==> src/rtl/assert_macros.svh <==
// Assertion macros shared by the rasterizer RTL.
`ifndef ASSERT_MACROS_SVH
`define ASSERT_MACROS_SVH

// Implication or plain property, checked on clk and held off during reset.
`define RT_ASSERT(lbl, prop, msg) \
	lbl: assert property (@(posedge clk) disable iff (!arst_n) prop) else $error(msg);

// Condition that must never be seen.
`define RT_NEVER(lbl, cond, msg) \
	lbl: assert property (@(posedge clk) disable iff (!arst_n) !(cond)) else $error(msg);

`endif

==> src/rtl/rofr_pkg.sv <==
// Shared types and codes for the rectangle rasterizer.
`default_nettype none

package rofr_pkg;

	localparam logic [1:0] MODE_CLEAR = 2'd0;
	localparam logic [1:0] MODE_DRAW  = 2'd1;
	localparam logic [1:0] MODE_READ  = 2'd2;

	localparam logic [7:0] KIND_OUTLINE = 8'h72;
	localparam logic [7:0] KIND_FILLED  = 8'h52;

	localparam logic [1:0] CFG_WIDTH  = 2'd0;
	localparam logic [1:0] CFG_HEIGHT = 2'd1;
	localparam logic [1:0] CFG_BG     = 2'd2;

	localparam logic [8:0] WIDTH_RST  = 9'd1;
	localparam logic [8:0] HEIGHT_RST = 9'd1;
	localparam logic [7:0] BG_RST     = 8'd32;

	typedef struct packed {
		logic [1:0]         mode;
		logic [7:0]         rect_kind;
		logic signed [23:0] rect_x;
		logic signed [23:0] rect_y;
		logic signed [23:0] rect_width;
		logic signed [23:0] rect_height;
		logic [7:0]         paint_color;
		logic [7:0]         pixel_col;
		logic [7:0]         pixel_row;
	} cmd_t;

	typedef struct packed {
		logic [7:0] pixel_value;
		logic       status;
	} res_t;

endpackage

`default_nettype wire

==> src/rtl/rofr_cover.sv <==
// Per-pixel coverage test of the latched rectangle against the sweep position.
`default_nettype none

module rofr_cover
	import rofr_pkg::*;
#(
	parameter int unsigned MAX_SIDE  = 256,
	parameter int unsigned FRAC_BITS = 8
) (
	input  wire logic                                          clk,
	input  wire logic                                          load,
	input  wire cmd_t                                          cmd,
	input  wire logic [((MAX_SIDE > 1) ? $clog2(MAX_SIDE) : 1)-1:0] col,
	input  wire logic [((MAX_SIDE > 1) ? $clog2(MAX_SIDE) : 1)-1:0] row,
	output      logic                                          paint
);

	localparam int unsigned IW  = (MAX_SIDE > 1) ? $clog2(MAX_SIDE) : 1;
	localparam int unsigned PXW = IW + FRAC_BITS + 1;
	localparam int unsigned DW  = ((PXW > 25) ? PXW : 25) + 1;
	localparam logic signed [DW-1:0] ONE = DW'(1) << FRAC_BITS;

	// rectangle edges, far edges pre-added at load
	logic signed [DW-1:0] x0_q, y0_q, x1_q, y1_q;
	logic                 filled_q;

	logic signed [DW-1:0] px, py;
	logic signed [DW-1:0] dx0, dx1, dy0, dy1;
	logic                 in_rect, near;

	always_ff @(posedge clk) begin
		if (load) begin
			x0_q     <= DW'(cmd.rect_x);
			y0_q     <= DW'(cmd.rect_y);
			x1_q     <= DW'(cmd.rect_x) + DW'(cmd.rect_width);
			y1_q     <= DW'(cmd.rect_y) + DW'(cmd.rect_height);
			filled_q <= (cmd.rect_kind == KIND_FILLED);
		end
	end

	always_comb begin
		px      = $signed({{(DW-IW){1'b0}}, col}) <<< FRAC_BITS;
		py      = $signed({{(DW-IW){1'b0}}, row}) <<< FRAC_BITS;
		dx0     = px - x0_q;
		dx1     = x1_q - px;
		dy0     = py - y0_q;
		dy1     = y1_q - py;
		in_rect = !dx0[DW-1] && !dx1[DW-1] && !dy0[DW-1] && !dy1[DW-1];
		near    = (dx0 < ONE) || (dx1 < ONE) || (dy0 < ONE) || (dy1 < ONE);
		paint   = in_rect && (filled_q || near);
	end

endmodule

`default_nettype wire

==> config.mk <==
export PLATFORM = sky130hd
export DESIGN_NAME = rofr_cover
export DESIGN_NICKNAME = d
export VERILOG_FILES = /design/src/rtl/assert_macros.svh /design/src/rtl/rofr_pkg.sv /design/src/rtl/rofr_cover.sv
export SDC_FILE = /design/constraint.sdc
export NUM_CORES = 1
export LEC_CHECK = 0
export ABC_AREA = 1
export BUFFER_PORTS_ARGS = -buffer_cell sky130_fd_sc_hd__buf_2
export CAP_MARGIN = 10
export CORE_MARGIN = 2
export CORE_UTILIZATION = 25
export CTS_BUF_LIST = sky130_fd_sc_hd__clkbuf_2
export CTS_CLUSTER_DIAMETER = 120
export DETAILED_ROUTE_END_ITERATION = 12
export GPL_TIMING_DRIVEN = 0
export PLACE_DENSITY_LB_ADDON = 0.12
export SLEW_MARGIN = 20
export SYNTH_ARGS = -nofsm -noshare
export SYNTH_HDL_FRONTEND = slang
export SYNTH_SLANG_ARGS = --single-unit
==> constraint.sdc <==
create_clock -name clk -period 2.9 [get_ports clk]
set_clock_uncertainty 0.2 [all_clocks]
set_input_delay 0.435 -clock clk [delete_from_list [all_inputs] [get_ports clk]]
set_output_delay 0.435 -clock clk [all_outputs]
set_load 0.005 [all_outputs]
==> results of run 1 <==
==> cells by family (layout without fill, tap and decap cells) <==
group | count (synthesis) | after routing | synth area share (%)
other | 0 | 2 | 0
adder cells (fa/ha/maj) | 80 | 80 | 13.0
AO/OA/AOI/OAI | 159 | 159 | 11.2
XOR/XNOR | 50 | 50 | 5.60
AND/OR/NAND/NOR | 546 | 546 | 30.2
buffers and inverters | 171 | 363 | 8.21
flip-flops | 83 | 83 | 31.9
==> sequential cells by signal, indices dropped and copies added (netlist names) <==
register / flops
y1_q: 17
x1_q: 17
y0_q: 24
x0_q: 24
filled_q: 1
==> critical path, stage by stage, from the launching register on <==
cell and delay, ns:
edfxtp_1 0.43, inv_2 0.07, ha_4 0.13, inv_2 0.05
fa_2 0.34, nand2_2 0.09, inv_2 0.04, nand2_1 0.06
nand2_2 0.08, xnor2_2 0.17, nand3_2 0.11, nor2_4 0.14
nand3_2 0.09, nor2_2 0.13, a21oi_2 0.07, nand3_2 0.08
nor2_2 0.04, nor2_2 0.12, buf_2 0.14
==> through the flow <==
step / TNS (ns) / instance area [um^2]
after global routing: -1.02 / 9900
after global placement: -0.698 / 8930
after floorplan: 0 / 7820
final: -0.725 / 9900
after CTS: -0.895 / 9810
after detailed placement: -0.724 / 8960
==> layout make-up <==
type / instances / area [um^2] / share of cell area (%)
multi-input cells: 835 / 4990 / 50.4
flip-flops and latches: 83 / 2490 / 25.2
repair buffers: 178 / 1180 / 11.9
inverters: 171 / 643 / 6.50
well taps: 396 / 495 / 5.01
clock buffers: 11 / 55.1 / 0.556
clock inverters: 3 / 41.3 / 0.417
diodes: 2 / 5.00 / 0.0506
==> Yosys cell counts (all sizes together) <==
cell type / number
nor2b: 1
nor3: 12
o21a: 3
inv: 170
nand3b: 10
a21oi: 85
o22ai: 2
nor2: 144
nor3b: 1
clkinv: 1
a211oi: 1
nand3: 84
a31oi: 2
fa: 2
xnor2: 19
o2111ai: 2
o31ai: 4
edfxtp: 83
ha: 78
o211ai: 4
o221ai: 2
a21o: 2
a21boi: 3
nand2: 260
o21ai: 47
o21bai: 2
or2: 2
nor4: 6
xor2: 31
nand4: 26
==> power breakdown <==
| group | switching [uW] | internal, uW | leakage, uW | total, uW |
|---|---|---|---|---|
| logic | 1010 | 670 | 0.00372 | 1680 |
| clock network | 444 | 194 | 0.0000616 | 637 |
| registers | 91.2 | 1500 | 0.000812 | 1590 |
| total | 1550 | 2360 | 0.00459 | 3910 |
==> routing by layer <==
metal / track usage (%) / share of wire, % / up-vias
li1: - / - / 4026
met1: 19.7 / 48 / 3402
met2: 26.3 / 48 / 130
met3: 2.86 / 3.8 / 18
met4: 2.77 / 0.98 / 0
met5: 0 / 0 / -
==> cells in the final DEF (no fill, tap or decap), types with 11 or more instances in the layout <==
cell / netlist / routed
dlygate4sd3_1: 0 / 50
edfxtp_1: 83 / 83
ha_1: 78 / 67
nor2_2: 7 / 16
nor3_1: 12 / 12
inv_1: 168 / 160
nand3_1: 82 / 73
nand2_2: 4 / 12
nand2_1: 255 / 246
xnor2_1: 19 / 18
nand3_2: 2 / 11
o21ai_0: 40 / 37
nor2_1: 135 / 125
nand4_1: 26 / 26
a21oi_1: 84 / 73
buf_2: 0 / 121
xor2_1: 31 / 31
clkbuf_2: 0 / 11
==> path summary, 6_finish.rpt <==
check | cells after the start | end | slack (ns)
min | 3 | y1_q[22] | 0.09
max | 18 | paint | -0.72
==> repair_timing <==
item,4_1_cts,5_1_grt
endpoints found under the hold margin,49,0
setup endpoints to repair,1,1
hold buffers,50,0
buffers inserted,5,0
resized for setup,50,26
pin swaps,18,7
==> out/summary.txt, run 1 <==
STATUS
----------------------------------------------------------------------------
Status ........................................................ finished with violations
Violations in the final reports ............................... negative setup slack

WORST SETUP PATH
----------------------------------------------------------------------------
Critical path launch point type ...............................         flop
Maximum net fanout on the critical path .......................            3
Worst setup path startpoint ...................................      x1_q[8]
Arrival @ worst endpoint ......................................      2.99 ns
Setup crit end kind ...........................................   output pin
Req. time, crit path ..........................................      2.27 ns
Crit path kind ................................................ flop to output pin

YOSYS
----------------------------------------------------------------------------
Post-synthesis sequential area ratio ..........................        31.9%
Number of distinct library cells after synthesis ..............           41
Dominant cell type by area after synthesis ....................     edfxtp_1
Per-instance average area after synthesis .....................    7.18 um^2
Post-synthesis register bit count .............................           83
Synthesized Nets ..............................................         1317
Synthesized instance count ....................................         1089
Netlist area before placement .................................    7820 um^2
Share of the synthesized area in the top cell type ............        31.9%
Largest cells by area after synthesis ......................... edfxtp_1 32%, ha_1 12%, nand2_1 12%
Warning count from the yosys run ..............................            0

DIE
----------------------------------------------------------------------------
Die span in y .................................................       181 um
Ports .........................................................          149
Site Rows .....................................................           64
DIE WIDTH .....................................................       181 um
Effective utilization at floorplan ............................        25.5%
Area enclosed by the die boundary .............................   32700 um^2
Core Box Area .................................................   30700 um^2

CELLS AND AREA
----------------------------------------------------------------------------
Number of filler cells placed in the layout ...................         3389
Layout cell share with drive strength beyond 1 ................        17.8%
Final layout net count ........................................         1506
Layout overhead on the synthesized area .......................        26.5%
Utilization after layout ......................................        32.3%
Non-filler cells in the finished layout .......................         1679

GRT
----------------------------------------------------------------------------
Aggregate global routing overflow .............................            0
Antenna violations before repair ..............................            2
First-pass GRT wire length ....................................     39600 um
Maximum number of pins on one net before global-route repair ..           47
Vias in the first global route ................................         7672
Global-route total usage across every layer ...................        15.2%

DRT
----------------------------------------------------------------------------
DR WL/cell ....................................................      14.6 um
Number of iterations in the first detailed-routing pass .......            5
Total via count after detailed routing ........................         7576
Antenna-violating nets left ...................................            0
Final WL ......................................................     24600 um
Vias per cell .................................................         4.51
DRC ...........................................................            0
Number of DRC markers in iteration 0 ..........................          330

STA
----------------------------------------------------------------------------
Hold Slack ....................................................    0.0872 ns
Final number of hold-violating endpoints ......................            0
FMAX ..........................................................    0.276 GHz
Unrepaired setup endpoints after global routing ...............         true
Final period demand of the worst path .........................      3.62 ns
Worst-margin pin slew .........................................     0.578 ns
Pins Over Slew Limit ..........................................            0
Setup slack of the critical path after layout .................    -0.725 ns
Crit share post-route .........................................         125%
Max-slew headroom at the worst pin ............................        61.1%
Final setup violation count ...................................            1

RUN
----------------------------------------------------------------------------
Max-cap violation count .......................................            0

CLOCK TREE
----------------------------------------------------------------------------
Clock Path Buffers ............................................            2
Total clock buffers created by CTS ............................            9
CTS tree ......................................................         done
CTS sink count ................................................           83
Library cell used as clock root buffer ........................     clkbuf_2
CTS H-Tree Depth ..............................................            3
Clock-pin transition on the worst setup and hold timing paths .      0.24 ns

HOLD PATH
----------------------------------------------------------------------------
Worst hold-check path type .................................... primary input to flop
Worst hold start ..............................................      cmd[46]

PLACED DESIGN
----------------------------------------------------------------------------
Routability Congestion ........................................        0.849
Number of cells after detailed placement ......................         1608
Hpwl dp .......................................................     20600 um
Total of buffers placed on input and output ports .............          122
Worst slack, placed ...........................................    -0.724 ns

PWR
----------------------------------------------------------------------------
Maximum VDD drop ..............................................     0.153 mV
Static leakage power ..........................................   0.00459 uW
Post-layout total power .......................................      3910 uW
P per Cell Area ...............................................  395 nW/um^2

Power figures use the tool's default switching activity.
==> run 2: changes to the inputs <==
--- a/config.mk
+++ b/config.mk
@@ -6,7 +6,7 @@
 export NUM_CORES = 1
 export LEC_CHECK = 0
 export ABC_AREA = 1
-export BUFFER_PORTS_ARGS = -buffer_cell sky130_fd_sc_hd__buf_2
+export BUFFER_PORTS_ARGS = -buffer_cell sky130_fd_sc_hd__clkbuf_2
 export CAP_MARGIN = 10
 export CORE_MARGIN = 2
 export CORE_UTILIZATION = 25
==> run 2 against run 1 <==
Against the previous run: critical path type unchanged; die area unchanged; the flow still finishes with violations (negative setup slack); sequential cell count unchanged; clock-buffer cell count decreased by 1; fmax decreased by 0.54%.
==> out/summary.txt, run 2 (synthesized netlist as in run 1, its figures left out) <==
DIE
-------------------------------------------------------------------------------------
Area enclosed by the die boundary ......................................   32700 um^2   unchanged
Effective utilization at floorplan .....................................        25.5%   unchanged
Ports ..................................................................          149   unchanged
Die span in y ..........................................................       181 um   unchanged
DIE WIDTH ..............................................................       181 um   unchanged
Core Box Area ..........................................................   30700 um^2   unchanged
Site Rows ..............................................................           64   unchanged

WORST SETUP PATH
-------------------------------------------------------------------------------------
Largest stage delay, worst path ........................................      0.39 ns   -0.04 ns
Crit path kind ......................................................... flop to output pin
Arrival @ worst endpoint ...............................................      3.01 ns   +0.02 ns
Req. time, crit path ...................................................      2.27 ns   about the same
Chain of cells forming the critical path ............................... inv_2 -> ha_4 -> fa_2 -> inv_2 -> nand3_2 -> nand2_2 -> nand2_1 -> nand2_1 -> nand3_2 -> nor2_2 -> nand4_1 -> nor2_1 -> nand3_1 -> nor2_1 -> nor2_1 -> nand3_2 -> nor2_2 -> nor2_2 -> buf_2
Setup crit end kind ....................................................   output pin
Slowest cell on the critical path ......................................     edfxtp_1
Critical path launch point type ........................................         flop
Maximum net fanout on the critical path ................................            2   -1

CLOCK TREE
-------------------------------------------------------------------------------------
Library cell used as clock root buffer .................................     clkbuf_2
CTS tree ...............................................................         done
CTS sink count .........................................................           83   unchanged
Clock-pin transition on the worst setup and hold timing paths ..........      0.25 ns   about the same
CTS H-Tree Depth .......................................................            3   unchanged
Total clock buffers created by CTS .....................................            9   unchanged
Clock Path Buffers .....................................................            2   unchanged

STA
-------------------------------------------------------------------------------------
Final-layout setup total negative slack ................................    -0.744 ns   -0.0195 ns
Final period demand of the worst path ..................................      3.64 ns   +0.0195 ns
Pins Over Slew Limit ...................................................            0   unchanged
Final setup violation count ............................................            1   unchanged
Setup slack of the critical path after layout ..........................    -0.744 ns   -0.0195 ns
Max-slew headroom at the worst pin .....................................        50.7%   -10 points
FMAX ...................................................................    0.274 GHz   -0.54%
Crit share post-route ..................................................         126%   +0.67 points
Unrepaired setup endpoints after global routing ........................         true
Final number of hold-violating endpoints ...............................            0   unchanged
Worst-margin pin slew ..................................................     0.740 ns   +0.162 ns

CELLS AND AREA
-------------------------------------------------------------------------------------
Most frequent cells in the layout ...................................... 238 x nand2_1, 158 x inv_1, 130 x clkbuf_2
Layout cell share with drive strength beyond 1 .........................        20.4%   +2.6 points
Biggest regs ........................................................... x0_q x24, y0_q x24
Non-filler cells in the finished layout ................................         1682   +0.18%
Most frequent standard cell in the layout excluding fill and tap cells .      nand2_1
Final layout net count .................................................         1506   unchanged
Layout overhead on the synthesized area ................................        29.4%

DRT
-------------------------------------------------------------------------------------
Vias per cell ..........................................................         4.55   +0.80%
DR WL/cell .............................................................      14.6 um   -0.45%
Antenna-violating nets left ............................................            0   unchanged
Number of iterations in the first detailed-routing pass ................            5   unchanged
DRC ....................................................................            0   unchanged
Number of DRC markers in iteration 0 ...................................          313   -5.2%
Total via count after detailed routing .................................         7650   +0.98%
Final WL ...............................................................     24500 um   -0.27%

PWR
-------------------------------------------------------------------------------------
Proportion of total power due to net switching .........................        38.9%   -0.69 points
P per Cell Area ........................................................  403 nW/um^2   +2.2%
Static leakage power ...................................................   0.00463 uW   +0.79%
Comb power frac ........................................................        42.8%   -0.2 points
Psw ....................................................................      1590 uW   +2.7%
Proportion of power drawn by flip-flops and latches ....................        39.1%   -1.6 points
Maximum VDD drop .......................................................     0.182 mV   +19%
Total internal power ...................................................      2500 uW   +5.7%
Clk network pwr share ..................................................        18.1%   +1.8 points

PLACED DESIGN
-------------------------------------------------------------------------------------
Total of buffers placed on input and output ports ......................          122   unchanged
Routability Congestion .................................................        0.857   +0.97%
Hpwl dp ................................................................     20400 um   -1.1%
Number of cells after detailed placement ...............................         1607   -0.062%

GRT
-------------------------------------------------------------------------------------
Aggregate global routing overflow ......................................            0   unchanged
Global-route total usage across every layer ............................        15.0%   -0.12 points
Antenna violations before repair .......................................            2   unchanged
Maximum number of pins on one net before global-route repair ...........           84   +79%
Vias in the first global route .........................................         7668   -0.052%
First-pass GRT wire length .............................................     39200 um   -0.91%

STATUS
-------------------------------------------------------------------------------------
Violations in the final reports ........................................ negative setup slack
Status ................................................................. finished with violations

RUN
-------------------------------------------------------------------------------------
Max-cap violation count ................................................            0   unchanged

HOLD PATH
-------------------------------------------------------------------------------------
Worst hold-check path type ............................................. primary input to flop

==> run 2: cell types whose count changed in the layout (fill, tap and decap cells not counted), moves of 4 or more <==
| cell | change |
|---|---|
| ha_4 | +11 |
| clkbuf_2 | +119 |
| a21oi_2 | +4 |
| nor2_1 | -4 |
| buf_2 | -120 |
| nand2_2 | +9 |
| nor2_2 | +4 |
| ha_1 | -11 |
| nand3_1 | -4 |
| nand2_1 | -8 |
==> run 2: worst paths after layout <==
path / start / end / slack, ns / depth (start not counted)
worst max-delay path: y1_q[8] / paint / -0.74 / 19
worst min-delay path: cmd[46] / y1_q[22] / 0.06 / 3
==> run 2: critical path: cells and delay by family (launching register included) <==
| kind | cells | cell delay [ns] |
|---|---|---|
| DFF | 1 | 0.39 |
| buffers and inverters | 3 | 0.26 |
| and+or+nand+nor | 14 | 1.21 |
| adders and majority gates | 2 | 0.52 |
==> run 2: repair_timing <==
action | in CTS | in global routing
hold buffers | 50 | 0
gates cloned | 0 | 0
pin swaps | 14 | 37
gates resized for setup | 38 | 81
setup buffers | 2 | 4
endpoints found under the setup margin | 1 | 2
hold endpoints to repair | 49 | 0
==> run 2: power groups by stage <==
stage | Sequential (uW) | Clock (uW) | Combinational [uW]
2_1_floorplan | 1580 | 0 | 1070
3_3_place_gp | 1620 | 0 | 1510
3_5_place_dp | 1620 | 0 | 1500
4_1_cts | 1590 | 777 | 1620
5_1_grt | 1610 | 817 | 1980
6_report | 1590 | 739 | 1750
==> run 2: area by class of cell <==
| type | instances | area (um^2) |
|---|---|---|
| Fill cell | 3343 | 20600 |
| Multi-Input combinational cell | 835 | 5190 |
| Sequential cell | 83 | 2490 |
| Timing Repair Buffer | 178 | 1160 |
| Inverter | 171 | 642 |
| Tap cell | 396 | 495 |
| Clock inverter | 6 | 80.1 |
| Clock buffer | 10 | 50.0 |
| Antenna cell | 3 | 7.51 |
==> run 2: routing by layer <==
metal / vias to the layer above / track usage [%] / wire length (um)
met4: 0 / 3.23 / 319
met1: 3472 / 19.5 / 11600
met3: 24 / 2.74 / 915
li1: 4017 / - / -
met5: - / 0 / 0
met2: 137 / 26.0 / 11700
==> run 2: per-stage QoR <==
step                worst slack [ns]  utilization, %  hold WS [ns]  area [um^2]  total power, uW
floorplan                      0.214               -         0.334         7820             2650
global placement              -0.722            29.1         0.433         8930             3130
detailed placement            -0.720            29.1         0.435         8940             3120
CTS                           -0.926            31.8       0.00103         9740             3990
global route                  -0.983            33.0       0.00559        10100             4410
finish                        -0.744            33.0        0.0624        10100             4080
==> run 3: changes to the inputs <==
--- a/config.mk
+++ b/config.mk
@@ -5,7 +5,6 @@
 export SDC_FILE = /design/constraint.sdc
 export NUM_CORES = 1
 export LEC_CHECK = 0
-export ABC_AREA = 1
 export BUFFER_PORTS_ARGS = -buffer_cell sky130_fd_sc_hd__clkbuf_2
 export CAP_MARGIN = 10
 export CORE_MARGIN = 2
==> run 3 against run 2 <==
Against the previous run: the flow still finishes with violations (negative setup slack); synthesized cell count decreased by 52%; largest power group is now registers; utilization increased by 0.32 points; wire length decreased by 43%; design area decreased by 23%; via count decreased by 38%; first-iteration DRC count decreased by 44%; critical path type unchanged.
==> out/summary.txt, run 3 <==
PLACED DESIGN
-------------------------------------------------------------------------------------
Hpwl dp ................................................................     11600 um   -43%
Routability Congestion .................................................        0.778   -9.3%
Total of buffers placed on input and output ports ......................          122   unchanged
Number of cells after detailed placement ...............................          969   -40%

CLOCK TREE
-------------------------------------------------------------------------------------
CTS H-Tree Depth .......................................................            3   unchanged
CTS sink count .........................................................           83   unchanged
CTS tree ...............................................................         done
Library cell used as clock root buffer .................................     clkbuf_2
Total clock buffers created by CTS .....................................            9   unchanged
Clock Path Buffers .....................................................            2   unchanged
Clock-pin transition on the worst setup and hold timing paths ..........      0.23 ns   -0.02 ns

YOSYS
-------------------------------------------------------------------------------------
Most frequent cells after synthesis .................................... 83 x edfxtp_1, 78 x ha_1, 42 x inv_1
Netlist area before placement ..........................................    5860 um^2   -25%
Synthesized instance count .............................................          527   -52%
EDFF count, synth ......................................................           83   unchanged
Post-synthesis sequential area ratio ...................................        42.6%   +11 points
Largest cells by area after synthesis .................................. edfxtp_1 43%, ha_1 17%, xnor2_1 3.6%
Most common cell in the synthesized netlist ............................     edfxtp_1
Number of distinct library cells after synthesis .......................           73   +78%
Per-instance average area after synthesis ..............................    11.1 um^2   +55%
Share of the synthesized area in the top cell type .....................        42.6%   +11 points
Warning count from the yosys run .......................................            0   unchanged
Dominant cell type by area after synthesis .............................     edfxtp_1
Synthesized Nets .......................................................          755   -43%
Post-synthesis async set-or-reset flop share ...........................           0%   unchanged
Post-synthesis register bit count ......................................           83   unchanged
Main flop type after synthesis .........................................     edfxtp_1

WORST SETUP PATH
-------------------------------------------------------------------------------------
Crit path kind ......................................................... flop to output pin
Arrival @ worst endpoint ...............................................      3.24 ns   +0.23 ns
Maximum net fanout on the critical path ................................            4   +2
Chain of cells forming the critical path ............................... or4_4 -> nor3_4 -> o21ai_2 -> o21bai_4 -> a221o_2 -> a31oi_4 -> or4_4 -> a31oi_4 -> clkbuf_2
Largest stage delay, worst path ........................................      0.57 ns   +0.18 ns
Req. time, crit path ...................................................      2.27 ns   about the same
Slowest cell on the critical path ......................................        or4_4
Critical path launch point type ........................................         flop
Setup crit end kind ....................................................   output pin

DIE
-------------------------------------------------------------------------------------
Core Box Area ..........................................................   23300 um^2   -24%
Site Rows ..............................................................           56   -13%
DIE WIDTH ..............................................................       157 um   -13%
Ports ..................................................................          149   unchanged
Area enclosed by the die boundary ......................................   24700 um^2   -25%
Effective utilization at floorplan .....................................        25.2%   -0.33 points
Die span in y ..........................................................       157 um   -13%

DRT
-------------------------------------------------------------------------------------
Total via count after detailed routing .................................         4717   -38%
Final WL ...............................................................     14100 um   -43%
Number of iterations in the first detailed-routing pass ................            4   -1
DR WL/cell .............................................................      13.5 um   -7.2%
Number of DRC markers in iteration 0 ...................................          174   -44%
DRC ....................................................................            0   unchanged
Vias per cell ..........................................................         4.54   -0.18%
Antenna-violating nets left ............................................            0   unchanged

PWR
-------------------------------------------------------------------------------------
P per Cell Area ........................................................  411 nW/um^2   +1.8%
Static leakage power ...................................................   0.00325 uW   -30%
Post-layout total power ................................................      3180 uW   -22%
Maximum VDD drop .......................................................     0.131 mV   -28%

STA
-------------------------------------------------------------------------------------
Crit share post-route ..................................................         133%   +7.8 points
Unrepaired setup endpoints after global routing ........................         true
Final setup violation count ............................................            1   unchanged
Pins Over Slew Limit ...................................................            0   unchanged
Final number of hold-violating endpoints ...............................            0   unchanged
Max-slew headroom at the worst pin .....................................        61.3%   +11 points
Final period demand of the worst path ..................................      3.87 ns   +0.226 ns
Worst-margin pin slew ..................................................     0.580 ns   -0.159 ns
FMAX ...................................................................    0.258 GHz   -5.8%
Setup slack of the critical path after layout ..........................    -0.970 ns   -0.226 ns
Final-layout setup total negative slack ................................    -0.970 ns   -0.226 ns

HOLD PATH
-------------------------------------------------------------------------------------
Worst hold-check path type ............................................. primary input to flop

CELLS AND AREA
-------------------------------------------------------------------------------------
Layout overhead on the synthesized area ................................        32.3%
Layout cell share with drive strength beyond 1 .........................        25.6%   +5.2 points
Non-filler cells in the finished layout ................................         1039   -38%
Most frequent cells in the layout ...................................... 130 x clkbuf_2, 83 x edfxtp_1, 74 x ha_1
Biggest regs ........................................................... x0_q x24, y0_q x24
Final layout net count .................................................          942   -37%
Most frequent standard cell in the layout excluding fill and tap cells .     clkbuf_2

GRT
-------------------------------------------------------------------------------------
Vias in the first global route .........................................         4997   -35%
Aggregate global routing overflow ......................................            0   unchanged
Maximum number of pins on one net before global-route repair ...........           44   -48%
Global-route total usage across every layer ............................        12.0%   -3.1 points
Antenna violations before repair .......................................            1   -1
First-pass GRT wire length .............................................     23100 um   -41%

RUN
-------------------------------------------------------------------------------------
Max-cap violation count ................................................            0   unchanged

STATUS
-------------------------------------------------------------------------------------
Violations in the final reports ........................................ negative setup slack
Status ................................................................. finished with violations

-- run 3: final timing paths --
check,start,to,slack (ns),cells past startpoint
worst max-delay path,y0_q[6],paint,-0.97,9
worst min-delay path,cmd[47],y1_q[23],0.09,3
-- run 3: kinds of logic after synthesis --
family / after synthesis / synth area share [%]
AOI/OAI and AO/OA: 128 / 15.6
xor gates and xnor gates: 40 / 5.98
adders and majority gates: 80 / 17.4
buffers and inverters: 42 / 2.69
DFF: 83 / 42.6
muxes: 3 / 0.534
and+or+nand+nor: 151 / 15.3
-- run 3: report_power, final --
part	switching (uW)	internal, uW	total [uW]
logic	567	528	1090
clock network	414	108	522
registers	77.8	1490	1570
-- run 3: worst max-delay path, delay by kind of cell (launching register included) --
kind / cells / cell delay, ns
buffers and inverters: 1 / 0.14
AO/OA/AOI/OAI: 5 / 0.75
AND/OR/NAND/NOR: 3 / 1.35
flip-flops: 1 / 0.41
-- run 3: final cells by class --
class	count	area, um^2
clock inverters	7	43.8
diodes	1	2.50
multi-input cells	402	3450
well taps	319	399
fillers	2440	15500
inverters	42	158
clock buffers	9	45.0
repair buffers	176	1160
flip-flops and latches	83	2490
-- run 3: metrics by stage --
step | setup slack [ns] | utilization [%] | area, um^2 | hold slack [ns]
4_1_cts | -1.08 | 33.0 | 7680 | 0.0254
3_5_place_dp | -0.641 | 30.1 | 7010 | 0.434
5_1_grt | -1.15 | 33.3 | 7750 | 0.0452
6_report | -0.970 | 33.3 | 7750 | 0.0943
3_3_place_gp | -0.640 | 30.0 | 6980 | 0.434
2_1_floorplan | 0.00535 | - | 5970 | 0.334
-- run 3: timing repair --
item | CTS | global route
setup buffers | 1 | 2
pin swaps | 5 | 3
hold endpoints to repair | 49 | 0
endpoints found under the setup margin | 1 | 7
gates resized for setup | 11 | 12
hold buffers | 50 | 0
-- run 3: routing by layer --
| metal | global-route usage (%) | part of all wire (%) |
|---|---|---|
| met2 | 21.3 | 50 |
| met5 | 0 | 0 |
| met3 | 2.12 | 3.6 |
| met4 | 5.89 | 3.1 |
| met1 | 13.8 | 44 |
